**src/sv/assert_macros.svh**
```systemverilog
// Assertion helpers shared by the RTL. Define ASSERT_OFF to drop them.
`ifndef ASSERT_MACROS_SVH
`define ASSERT_MACROS_SVH
`ifndef ASSERT_OFF
// Property must hold at every clock edge outside reset
`define PSP_ASSERT(lbl, clk, rst, prop, msg) \
   lbl: assert property (@(posedge clk) disable iff (rst) prop) else $error(msg);
// Condition must never be seen outside reset
`define PSP_ASSERT_NEVER(lbl, clk, rst, cond, msg) \
   lbl: assert property (@(posedge clk) disable iff (rst) !(cond)) else $error(msg);
`else
`define PSP_ASSERT(lbl, clk, rst, prop, msg)
`define PSP_ASSERT_NEVER(lbl, clk, rst, cond, msg)
`endif
`endif

```
**src/sv/psp_pkg.sv**
```systemverilog
package psp_pkg;

   // Default length of the idle-period window
   localparam int HIST_DEPTH_DEF = 5;

   // Fixed window taps used by the predictor
   localparam int HIST_TAP_LIN = 1;
   localparam int HIST_TAP_SQ  = 2;

   localparam int DUR_W  = 24;
   localparam int TIME_W = 32;
   localparam int COEF_W = 32;
   localparam int IDX_W  = 3;

   // Operation codes
   localparam logic OP_PUSH = 1'b0;
   localparam logic OP_TICK = 1'b1;

   // Power state codes
   localparam logic [1:0] PS_ACTIVE = 2'd0;
   localparam logic [1:0] PS_IDLE   = 2'd1;
   localparam logic [1:0] PS_SLEEP  = 2'd2;

   // Register indexes
   localparam logic [IDX_W-1:0] REG_POLICY    = 3'd0;
   localparam logic [IDX_W-1:0] REG_TO_IDLE   = 3'd1;
   localparam logic [IDX_W-1:0] REG_TO_SLEEP  = 3'd2;
   localparam logic [IDX_W-1:0] REG_COEF_SQ   = 3'd3;
   localparam logic [IDX_W-1:0] REG_COEF_LIN  = 3'd4;
   localparam logic [IDX_W-1:0] REG_COEF_CON  = 3'd5;
   localparam logic [IDX_W-1:0] REG_THR_IDLE  = 3'd6;
   localparam logic [IDX_W-1:0] REG_THR_SLEEP = 3'd7;

   // Clamp on the magnitude of the squared term, Q41.16 units
   localparam logic [56:0] SQ_LIMIT = 57'd1 << 56;

   typedef struct packed {
      logic              operation;
      logic [DUR_W-1:0]  idle_duration;
      logic [TIME_W-1:0] tick_time;
      logic [TIME_W-1:0] idle_start;
   } req_type;

   typedef struct packed {
      logic [1:0] power_state;
      logic       state_changed;
   } rsp_type;

   typedef struct packed {
      logic [IDX_W-1:0]  index;
      logic [COEF_W-1:0] value;
   } csr_type;

   // Controller to datapath commands
   typedef struct packed {
      logic push;
      logic capture;
      logic load_sq;
      logic load_plo;
      logic load_phi;
      logic load_lin;
      logic load_pred;
      logic decide_to;
      logic decide_hist;
   } cmd_type;

   // Datapath to controller status
   typedef struct packed {
      logic policy;
   } status_type;

endpackage

```
**src/sv/psp_chan_if.sv**
```systemverilog
interface psp_chan_if #(
   parameter type payload_type = logic
) ();
   logic        valid;
   logic        ready;
   payload_type data;

   modport source (output valid, output data, input ready);
   modport sink   (input valid, input data, output ready);
endinterface

```
**src/sv/power_state_policy.sv**
```systemverilog
// Channel  Dir  Payload                                         Handshake
// req_     in   operation, idle_duration, tick_time, idle_start valid/ready
// rsp_     out  power_state, state_changed                      valid/ready
// csr_     in   index, value                                    valid/ready (always ready)
//
// A push gives no result. A tick runs the timeout state under the timeout policy,
// and the square, product low/high, linear, predict and decide states under the
// history policy; the one 33x25 multiplier forms h[2]^2, the two partial products
// and the linear term. Reset clears the registers, window and previous state.
// The result waits in an output register; a following push is taken meanwhile,
// and a tick finishing while the result is still held stalls until it is taken.
`include "assert_macros.svh"

module power_state_policy #(
   parameter int HIST_DEPTH = psp_pkg::HIST_DEPTH_DEF
) (
   input  logic       clock,
   input  logic       reset,
   psp_chan_if.sink   req_chan,
   psp_chan_if.source rsp_chan,
   psp_chan_if.sink   csr_chan
);

   psp_pkg::cmd_type    cmd;
   psp_pkg::status_type status;
   psp_pkg::req_type    req_data;
   psp_pkg::csr_type    csr_data;
   psp_pkg::rsp_type    rsp_data;
   logic                req_ready;
   logic                rsp_valid;

   assign req_data       = req_chan.data;
   assign csr_data       = csr_chan.data;
   assign req_chan.ready = req_ready;
   assign csr_chan.ready = 1'b1;
   assign rsp_chan.valid = rsp_valid;
   assign rsp_chan.data  = rsp_data;

   psp_ctrl u_ctrl (
      .clock     (clock),
      .reset     (reset),
      .req_valid (req_chan.valid),
      .req_op    (req_data.operation),
      .req_ready (req_ready),
      .rsp_valid (rsp_valid),
      .rsp_ready (rsp_chan.ready),
      .status    (status),
      .cmd       (cmd)
   );

   psp_dp #(
      .HIST_DEPTH (HIST_DEPTH)
   ) u_dp (
      .clock    (clock),
      .reset    (reset),
      .cmd      (cmd),
      .req_data (req_data),
      .csr_we   (csr_chan.valid),
      .csr_data (csr_data),
      .status   (status),
      .rsp_data (rsp_data)
   );

   // A tick holds off further items while it is being worked on
   `PSP_ASSERT(a_tick_blocks, clock, reset, (req_chan.valid && req_ready && req_data.operation == psp_pkg::OP_TICK) |=> !req_ready, "item accepted during a tick")
   // A push never raises a result
   `PSP_ASSERT(a_push_silent, clock, reset, (req_chan.valid && req_ready && req_data.operation == psp_pkg::OP_PUSH && !rsp_valid) |=> !rsp_valid, "push produced a result")
   // A result is never loaded over one that is still waiting
   `PSP_ASSERT_NEVER(a_no_overwrite, clock, reset, (cmd.decide_to || cmd.decide_hist) && rsp_valid && !rsp_chan.ready, "waiting result overwritten")

endmodule

```
**src/sv/psp_ctrl.sv**
```systemverilog
module psp_ctrl (
   input  logic                 clock,
   input  logic                 reset,
   input  logic                 req_valid,
   input  logic                 req_op,
   output logic                 req_ready,
   output logic                 rsp_valid,
   input  logic                 rsp_ready,
   input  psp_pkg::status_type  status,
   output psp_pkg::cmd_type     cmd
);

   localparam logic [2:0] ST_IDLE     = 3'd0;
   localparam logic [2:0] ST_TIMEOUT  = 3'd1;
   localparam logic [2:0] ST_SQUARE   = 3'd2;
   localparam logic [2:0] ST_PROD_LO  = 3'd3;
   localparam logic [2:0] ST_PROD_HI  = 3'd4;
   localparam logic [2:0] ST_LINEAR   = 3'd5;
   localparam logic [2:0] ST_PREDICT  = 3'd6;
   localparam logic [2:0] ST_DECIDE   = 3'd7;

   logic [2:0] state_ff, state_in;
   logic       rsp_valid_ff, rsp_valid_in;
   logic       accept;
   logic       rsp_free;

   assign req_ready = (state_ff == ST_IDLE);
   assign accept    = req_valid && req_ready;
   assign rsp_free  = !rsp_valid_ff || rsp_ready;
   assign rsp_valid = rsp_valid_ff;

   // Sequence one item through the datapath
   always_comb begin
      state_in = state_ff;
      cmd      = '0;
      cmd.push    = accept && (req_op == psp_pkg::OP_PUSH);
      cmd.capture = accept && (req_op == psp_pkg::OP_TICK);
      case (state_ff)
         ST_IDLE: begin
            if (cmd.capture) begin
               state_in = status.policy ? ST_SQUARE : ST_TIMEOUT;
            end
         end
         ST_TIMEOUT: begin
            if (rsp_free) begin
               cmd.decide_to = 1'b1;
               state_in      = ST_IDLE;
            end
         end
         ST_SQUARE: begin
            cmd.load_sq = 1'b1;
            state_in    = ST_PROD_LO;
         end
         ST_PROD_LO: begin
            cmd.load_plo = 1'b1;
            state_in     = ST_PROD_HI;
         end
         ST_PROD_HI: begin
            cmd.load_phi = 1'b1;
            state_in     = ST_LINEAR;
         end
         ST_LINEAR: begin
            cmd.load_lin = 1'b1;
            state_in     = ST_PREDICT;
         end
         ST_PREDICT: begin
            cmd.load_pred = 1'b1;
            state_in      = ST_DECIDE;
         end
         ST_DECIDE: begin
            if (rsp_free) begin
               cmd.decide_hist = 1'b1;
               state_in        = ST_IDLE;
            end
         end
         default: begin
            state_in = ST_IDLE;
         end
      endcase
   end

   // Hold the result until taken; a new load may replace a taken one
   always_comb begin
      if (cmd.decide_to || cmd.decide_hist) begin
         rsp_valid_in = 1'b1;
      end else if (rsp_ready) begin
         rsp_valid_in = 1'b0;
      end else begin
         rsp_valid_in = rsp_valid_ff;
      end
   end

   always_ff @(posedge clock) begin
      if (reset) begin
         state_ff     <= ST_IDLE;
         rsp_valid_ff <= 1'b0;
      end else begin
         state_ff     <= state_in;
         rsp_valid_ff <= rsp_valid_in;
      end
   end

endmodule

```
**src/sv/psp_dp.sv**
```systemverilog
module psp_dp #(
   parameter int HIST_DEPTH = psp_pkg::HIST_DEPTH_DEF
) (
   input  logic                 clock,
   input  logic                 reset,
   input  psp_pkg::cmd_type     cmd,
   input  psp_pkg::req_type     req_data,
   input  logic                 csr_we,
   input  psp_pkg::csr_type     csr_data,
   output psp_pkg::status_type  status,
   output psp_pkg::rsp_type     rsp_data
);

   // Configuration registers
   logic               policy_ff, policy_in;
   logic [23:0]        to_idle_ff, to_idle_in;
   logic [23:0]        to_sleep_ff, to_sleep_in;
   logic signed [31:0] c_sq_ff, c_sq_in;
   logic signed [31:0] c_lin_ff, c_lin_in;
   logic signed [31:0] c_con_ff, c_con_in;
   logic [23:0]        th_idle_ff, th_idle_in;
   logic [23:0]        th_sleep_ff, th_sleep_in;

   // Window and item state
   logic [23:0]        hist_ff [HIST_DEPTH];
   logic [23:0]        hist_in [HIST_DEPTH];
   logic [1:0]         prev_ff, prev_in;
   logic [31:0]        now_ff, now_in;
   logic [31:0]        start_ff, start_in;

   // Prediction pipeline
   logic [31:0]        mag_ff, mag_in;
   logic               neg_ff, neg_in;
   logic [47:0]        sq_ff, sq_in;
   logic [55:0]        plo_ff, plo_in;
   logic [55:0]        phi_ff, phi_in;
   logic signed [55:0] lin_ff, lin_in;
   logic [56:0]        magp_ff, magp_in;
   logic signed [58:0] pred_ff, pred_in;
   psp_pkg::rsp_type   rsp_ff, rsp_in;

   logic signed [32:0] mul_a;
   logic signed [24:0] mul_b;
   logic signed [57:0] mul_p;
   logic [79:0]        prod_full;
   logic signed [58:0] term_s;
   logic [32:0]        end_idle, end_sleep;
   logic [1:0]         to_st, hist_st, new_st;

   assign status.policy = policy_ff;
   assign rsp_data      = rsp_ff;

   // Shared multiplier: operands follow the step being run
   always_comb begin
      mul_a = '0;
      mul_b = '0;
      if (cmd.load_sq) begin
         mul_a = $signed({9'd0, hist_ff[psp_pkg::HIST_TAP_SQ]});
         mul_b = $signed({1'b0, hist_ff[psp_pkg::HIST_TAP_SQ]});
      end else if (cmd.load_plo) begin
         mul_a = $signed({1'b0, mag_ff});
         mul_b = $signed({1'b0, sq_ff[23:0]});
      end else if (cmd.load_phi) begin
         mul_a = $signed({1'b0, mag_ff});
         mul_b = $signed({1'b0, sq_ff[47:24]});
      end else if (cmd.load_lin) begin
         mul_a = 33'(c_lin_ff);
         mul_b = $signed({1'b0, hist_ff[psp_pkg::HIST_TAP_LIN]});
      end
   end
   assign mul_p = mul_a * mul_b;

   // Combine partial products; the squared term magnitude is clamped as it is loaded
   assign prod_full = {phi_ff, 24'd0} + {24'd0, plo_ff};

   // Apply sign of the square coefficient
   assign term_s = neg_ff ? -$signed({2'b00, magp_ff}) : $signed({2'b00, magp_ff});

   // Timeout policy
   assign end_idle  = {1'b0, start_ff} + {9'd0, to_idle_ff};
   assign end_sleep = {1'b0, start_ff} + {9'd0, to_sleep_ff};
   always_comb begin
      if (!({1'b0, now_ff} > end_idle)) begin
         to_st = psp_pkg::PS_ACTIVE;
      end else if ((to_sleep_ff > to_idle_ff) && ({1'b0, now_ff} > end_sleep)) begin
         to_st = psp_pkg::PS_SLEEP;
      end else begin
         to_st = psp_pkg::PS_IDLE;
      end
   end

   // History policy
   always_comb begin
      if (now_ff < start_ff) begin
         hist_st = psp_pkg::PS_ACTIVE;
      end else if (pred_ff < $signed({19'd0, th_idle_ff, 16'd0})) begin
         hist_st = psp_pkg::PS_ACTIVE;
      end else if ((pred_ff >= $signed({19'd0, th_sleep_ff, 16'd0}))
                   && (th_sleep_ff > th_idle_ff)) begin
         hist_st = psp_pkg::PS_SLEEP;
      end else begin
         hist_st = psp_pkg::PS_IDLE;
      end
   end

   assign new_st = cmd.decide_to ? to_st : hist_st;

   // Next values
   always_comb begin
      policy_in   = policy_ff;
      to_idle_in  = to_idle_ff;
      to_sleep_in = to_sleep_ff;
      c_sq_in     = c_sq_ff;
      c_lin_in    = c_lin_ff;
      c_con_in    = c_con_ff;
      th_idle_in  = th_idle_ff;
      th_sleep_in = th_sleep_ff;
      hist_in     = hist_ff;
      prev_in     = prev_ff;
      now_in      = now_ff;
      start_in    = start_ff;
      mag_in      = mag_ff;
      neg_in      = neg_ff;
      sq_in       = sq_ff;
      plo_in      = plo_ff;
      phi_in      = phi_ff;
      lin_in      = lin_ff;
      magp_in     = magp_ff;
      pred_in     = pred_ff;
      rsp_in      = rsp_ff;

      // Register writes
      if (csr_we) begin
         case (csr_data.index)
            psp_pkg::REG_POLICY:    policy_in   = csr_data.value[0];
            psp_pkg::REG_TO_IDLE:   to_idle_in  = csr_data.value[23:0];
            psp_pkg::REG_TO_SLEEP:  to_sleep_in = csr_data.value[23:0];
            psp_pkg::REG_COEF_SQ:   c_sq_in     = $signed(csr_data.value);
            psp_pkg::REG_COEF_LIN:  c_lin_in    = $signed(csr_data.value);
            psp_pkg::REG_COEF_CON:  c_con_in    = $signed(csr_data.value);
            psp_pkg::REG_THR_IDLE:  th_idle_in  = csr_data.value[23:0];
            psp_pkg::REG_THR_SLEEP: th_sleep_in = csr_data.value[23:0];
            default: begin
            end
         endcase
      end

      // Shift the window toward index 0, new length at the top
      if (cmd.push) begin
         for (int i = 0; i < HIST_DEPTH - 1; i++) begin
            hist_in[i] = hist_ff[i+1];
         end
         hist_in[HIST_DEPTH-1] = req_data.idle_duration;
      end

      if (cmd.capture) begin
         now_in   = req_data.tick_time;
         start_in = req_data.idle_start;
      end

      if (cmd.load_sq) begin
         sq_in  = mul_p[47:0];
         neg_in = c_sq_ff[31];
         mag_in = c_sq_ff[31] ? (~c_sq_ff + 32'd1) : c_sq_ff;
      end
      if (cmd.load_plo) begin
         plo_in = mul_p[55:0];
      end
      if (cmd.load_phi) begin
         phi_in = mul_p[55:0];
      end
      if (cmd.load_lin) begin
         lin_in  = mul_p[55:0];
         magp_in = (prod_full > {23'd0, psp_pkg::SQ_LIMIT}) ?
                   psp_pkg::SQ_LIMIT : prod_full[56:0];
      end
      if (cmd.load_pred) begin
         pred_in = term_s + 59'(lin_ff) + 59'(c_con_ff);
      end

      // Load the result and remember the chosen state
      if (cmd.decide_to || cmd.decide_hist) begin
         rsp_in.power_state   = new_st;
         rsp_in.state_changed = (new_st != prev_ff);
         prev_in              = new_st;
      end
   end

   always_ff @(posedge clock) begin
      if (reset) begin
         policy_ff   <= 1'b0;
         to_idle_ff  <= '0;
         to_sleep_ff <= '0;
         c_sq_ff     <= '0;
         c_lin_ff    <= '0;
         c_con_ff    <= '0;
         th_idle_ff  <= '0;
         th_sleep_ff <= '0;
         prev_ff     <= psp_pkg::PS_ACTIVE;
         for (int i = 0; i < HIST_DEPTH; i++) begin
            hist_ff[i] <= '0;
         end
      end else begin
         policy_ff   <= policy_in;
         to_idle_ff  <= to_idle_in;
         to_sleep_ff <= to_sleep_in;
         c_sq_ff     <= c_sq_in;
         c_lin_ff    <= c_lin_in;
         c_con_ff    <= c_con_in;
         th_idle_ff  <= th_idle_in;
         th_sleep_ff <= th_sleep_in;
         prev_ff     <= prev_in;
         hist_ff     <= hist_in;
      end
   end

   // Payload registers
   always_ff @(posedge clock) begin
      now_ff   <= now_in;
      start_ff <= start_in;
      mag_ff   <= mag_in;
      neg_ff   <= neg_in;
      sq_ff    <= sq_in;
      plo_ff   <= plo_in;
      phi_ff   <= phi_in;
      lin_ff   <= lin_in;
      magp_ff  <= magp_in;
      pred_ff  <= pred_in;
      rsp_ff   <= rsp_in;
   end

endmodule
```
**src/flat_wrapper.sv**
```systemverilog
// flat-port wrapper written by rule: the top's interface ports become plain ports
module power_state_policy_flat 
#(
   parameter int HIST_DEPTH = psp_pkg::HIST_DEPTH_DEF
)
  (clock, reset, req_chan_valid, req_chan_data, req_chan_ready, rsp_chan_valid, rsp_chan_data, rsp_chan_ready, csr_chan_valid, csr_chan_data, csr_chan_ready);
  psp_chan_if req_chan_i ();
  psp_chan_if rsp_chan_i ();
  psp_chan_if csr_chan_i ();
  input  logic clock;
  input  logic reset;
  input wire logic [$bits(req_chan_i.valid)-1:0] req_chan_valid;
  input wire logic [$bits(req_chan_i.data)-1:0] req_chan_data;
  output wire logic [$bits(req_chan_i.ready)-1:0] req_chan_ready;
  output wire logic [$bits(rsp_chan_i.valid)-1:0] rsp_chan_valid;
  output wire logic [$bits(rsp_chan_i.data)-1:0] rsp_chan_data;
  input wire logic [$bits(rsp_chan_i.ready)-1:0] rsp_chan_ready;
  input wire logic [$bits(csr_chan_i.valid)-1:0] csr_chan_valid;
  input wire logic [$bits(csr_chan_i.data)-1:0] csr_chan_data;
  output wire logic [$bits(csr_chan_i.ready)-1:0] csr_chan_ready;
  assign req_chan_i.valid = req_chan_valid;
  assign req_chan_i.data = req_chan_data;
  assign req_chan_ready = req_chan_i.ready;
  assign rsp_chan_valid = rsp_chan_i.valid;
  assign rsp_chan_data = rsp_chan_i.data;
  assign rsp_chan_i.ready = rsp_chan_ready;
  assign csr_chan_i.valid = csr_chan_valid;
  assign csr_chan_i.data = csr_chan_data;
  assign csr_chan_ready = csr_chan_i.ready;
  power_state_policy #(.HIST_DEPTH(HIST_DEPTH)) u_core (.clock(clock), .reset(reset), .req_chan(req_chan_i), .rsp_chan(rsp_chan_i), .csr_chan(csr_chan_i));
endmodule
```
**config.mk**
```make
export PLATFORM = sky130hd
export DESIGN_NAME = power_state_policy_flat
export DESIGN_NICKNAME = d
export VERILOG_FILES = /design/src/sv/psp_pkg.sv /design/src/sv/psp_chan_if.sv /design/src/sv/power_state_policy.sv /design/src/sv/psp_ctrl.sv /design/src/sv/psp_dp.sv /design/src/flat_wrapper.sv
export VERILOG_INCLUDE_DIRS = /design/src /design/src/sv
export SDC_FILE = /design/constraint.sdc
export NUM_CORES = 1
export LEC_CHECK = 0
export ABC_AREA = 1
export BUFFER_PORTS_ARGS = -buffer_cell sky130_fd_sc_hd__buf_2
export CAP_MARGIN = 20
export CORE_AREA = 2 2 39 41
export DETAILED_ROUTE_END_ITERATION = 16
export DIE_AREA = 0 0 41 43
export PLACE_DENSITY_LB_ADDON = 0.25
export SLEW_MARGIN = 20
export SYNTH_ARGS = -nofsm -noshare
export SYNTH_HDL_FRONTEND = slang
export SYNTH_SLANG_ARGS = --single-unit
```
**constraint.sdc**
```tcl
create_clock -name clock -period 1 [get_ports clock]
set_clock_uncertainty 0.05 [all_clocks]
set_input_delay 0.1 -clock clock [delete_from_list [all_inputs] [get_ports clock]]
set_output_delay 0.1 -clock clock [all_outputs]
set_load 0.005 [all_outputs]
```
==> metrics.csv <==
stage;metric;value;unit
pwr;Peak VDD IR;0.000305;V
global_route;largest net degree at the start of global routing;7;
floorplan;Die Y;43;um
clock_tree;worst-skew pair later-pin latency;240;ps
place;Cells after DPL;63;
pwr;Power Total;502;uW
critical_path;slowest stage cell on the critical path;dfxtp_4;
timing;final worst-path cycle share;112;%
logic_synthesis;Cell Area, Synth;289;sq um
route;total detailed-routing wirelength;559;um
place;DP Wirelength;386;um
layout;layout cell share with drive strength beyond 1;51.8;%
flow_run;max-cap violations;0;
critical_path;WP data required;850;ps
logic_synthesis;Post-synth EDFFs;1;
logic_synthesis;Synth Flop Type;dfxtp_1;
critical_path;crit-path max cell delay;340;ps
critical_path;Worst Path Arrival;970;ps
global_route;Total GRT Usage;7.92;%
critical_path;startpoint types;flop;
logic_synthesis;sequential-to-total area share from yosys stat;45.0;%
logic_synthesis;Synth area leader;dfxtp_1;
logic_synthesis;share of the synthesized area in the top cell type;34.6;%
route;post-route ant nets;0;
timing;post-layout min period;1120;ps
worst_hold_path;Worst Hold Class;input port to flop;
layout;fin cells;72;
logic_synthesis;ys async rst share;0;%
logic_synthesis;Syn Area/Cell;7.41;sq um
global_route;Overflow after GRT;0;
logic_synthesis;Post-synth top cells;nand2_1 (11), inv_1 (6), dfxtp_1 (5);
clock_tree;H-Tree Depth;1;
place;Port Buffers;5;
logic_synthesis;Cells after Synth;39;
layout;Final Core Density;33.5;%
critical_path;Crit Path Category;flop to primary output;
outcome;outcome;finished, violations left;
timing;minimum hold slack;313;ps
pwr;pwr dens;1080;mW/mm^2
timing;unrepaired setup endpoints after global routing;true;
global_route;GR Util met1;9.29;%
logic_synthesis;net count after synthesis;46;
pwr;static leakage;0.000231;uW
timing;fin. max-slew vios;0;
route;drt pass-1 iters;2;
floorplan;starting density of the core;20.9;%
critical_path;peak fanout along the critical path;2;
clock_tree;Root Driver;clkbuf_4;
route;wire length per cell;7.76;um
route;DRC violations left;0;
logic_synthesis;most frequent cell after synthesis;nand2_1;
timing;Final WS setup;-122;ps
floorplan;I/O pins;11;
clock_tree;total CTS buffers;3;
critical_path;worst path bufs/invs;3;
outcome;failing checks;negative setup slack;
floorplan;Core Area;0.00138;sq mm
timing;Max Fclk;0.891;GHz
clock_tree;clock tree buffer depth;2;
clock_tree;CTS tree;built;
global_route;number of global-route vias before repair;234;
floorplan;Die X;41;um
route;via count;285;
critical_path;CP Cell Sequence;nor2_4 -> buf_6 -> nand2_4 -> inv_2 -> buf_2;
critical_path;Crit. Startpoint;u_core.u_ctrl.state_ff[1];
floorplan;Die Area;0.00176;sq mm
logic_synthesis;FF+latch count, synth;6;
critical_path;CP endpoint kind;primary output;
critical_path;crit-path leading delay family;flip-flops;
route;drt initial violations;3;
logic_synthesis;synth top area cells;dfxtp_1 (35%), nand2_1 (14%), edfxtp_1 (10%);
place;Placer Congestion;0.724;
global_route;first-pass GRT wire length;897;um
worst_hold_path;min-delay src;rsp_chan_ready;
clock_tree;CTS Sinks;6;
timing;# setup viols final;6;
logic_synthesis;library cells used by synthesis;17;
layout;diodes inserted;0;
global_route;grt met2 use;10.0;%
layout;Area growth syn-to-layout;60.6;%
timing;final hold vios;0;
global_route;initial antenna violation count;0;
logic_synthesis;total of warnings raised by yosys;0;
global_route;met3 Usage GRT;3.14;%
global_route;gr busiest metal;met2;
layout;nets;64;
floorplan;row count;14;
route;Vias per Instance;3.96;
critical_path;Worst R2R Start;u_core.u_ctrl.state_ff[1];
clock_tree;CTS clk-pin slew, worst paths;50;ps
==> placed cells by master (no fill, tap or decap) <==
cell           instances
nand2_2                2
buf_4                  6
nand2_4                1
nor2_1                 2
dfxtp_2                1
clkbuf_4               3
o211ai_1               1
dfxtp_4                2
inv_2                  3
inv_1                  5
nand3_4                1
nor2_4                 1
nand3_2                1
edfxtp_1               1
a21oi_1                2
a21oi_2                1
nand2_1               10
conb_1                 1
dlygate4sd3_1          1
clkbuf_1               1
buf_2                  5
dfxtp_1                2
buf_6                  2
xor2_1                 1
==> power by group <==
part / internal, uW / switching (uW) / total, uW
sequential: 239 / 0.0000000000163 / 239
clock: 152 / 97.1 / 249
combinational: 6.41 / 6.87 / 13.3
==> cell families after synthesis <==
kind of cell / share of synthesized area (%)
AND/OR/NAND/NOR: 28.6
flip-flops: 45.0
other: 1.30
buffers and inverters: 13.0
AO/OA/AOI/OAI: 9.09
XOR/XNOR: 3.03
==> flip-flops by register name, indices dropped and copies added, names as in the netlist <==
register	flops
u_core.u_ctrl.rsp_valid	1
u_core.u_dp.prev_ff	1
u_core.u_dp.rsp_data	1
u_core.u_ctrl.state_ff	3
==> worst min-delay path: stages <==
cell	delay [ps]
buf_2	70
inv_1	30
nand2_1	140
nand3_4	100
nand2_1	80
a21oi_2	40
==> per-stage QoR <==
stage                     instance area [sq um]  setup WS, ps  TNS [ps]
final                                       464          -122      -326
after global routing                        464          -169      -800
after CTS                                   430          -139      -338
after detailed placement                    369         -39.8     -52.2
after global placement                      369         -32.7     -39.5
after floorplan                             302          14.8         0
==> repair_timing <==
action | 4_1_cts | 5_1_grt
hold buffers | 1 | 0
endpoints found under the setup margin | 3 | 8
gates resized for setup | 4 | 6
pin swaps | 2 | 1
setup buffers | 2 | 2
endpoints found under the hold margin | 1 | 0
==> path summary, 6_finish.rpt <==
path / cells past startpoint / to / slack, ps
worst min-delay path: 6 / u_core.u_dp.prev_ff[0] / 310
worst max register to register: 4 / u_core.u_dp.rsp_data[0] / -110
worst min register to register: 2 / u_core.u_dp.prev_ff[0] / 430
worst max-delay path: 5 / req_chan_ready / -120
==> metal layers <==
metal	wire length, um	part of all wire, %	up-vias
met3	26	4.7	4
met4	21	3.8	0
met5	0	0	-
li1	-	-	150
met1	250	45	123
met2	261	47	8
==> cell type report <==
type | count | area, sq um
Timing Repair Buffer | 14 | 103
Multi-Input combinational cell | 24 | 146
Sequential cell | 6 | 139
Inverter | 8 | 30.0
Tap cell | 16 | 20.0
Clock buffer | 4 | 26.3
Fill cell | 151 | 920
No activity file was read; power rests on OpenSTA's default activity.
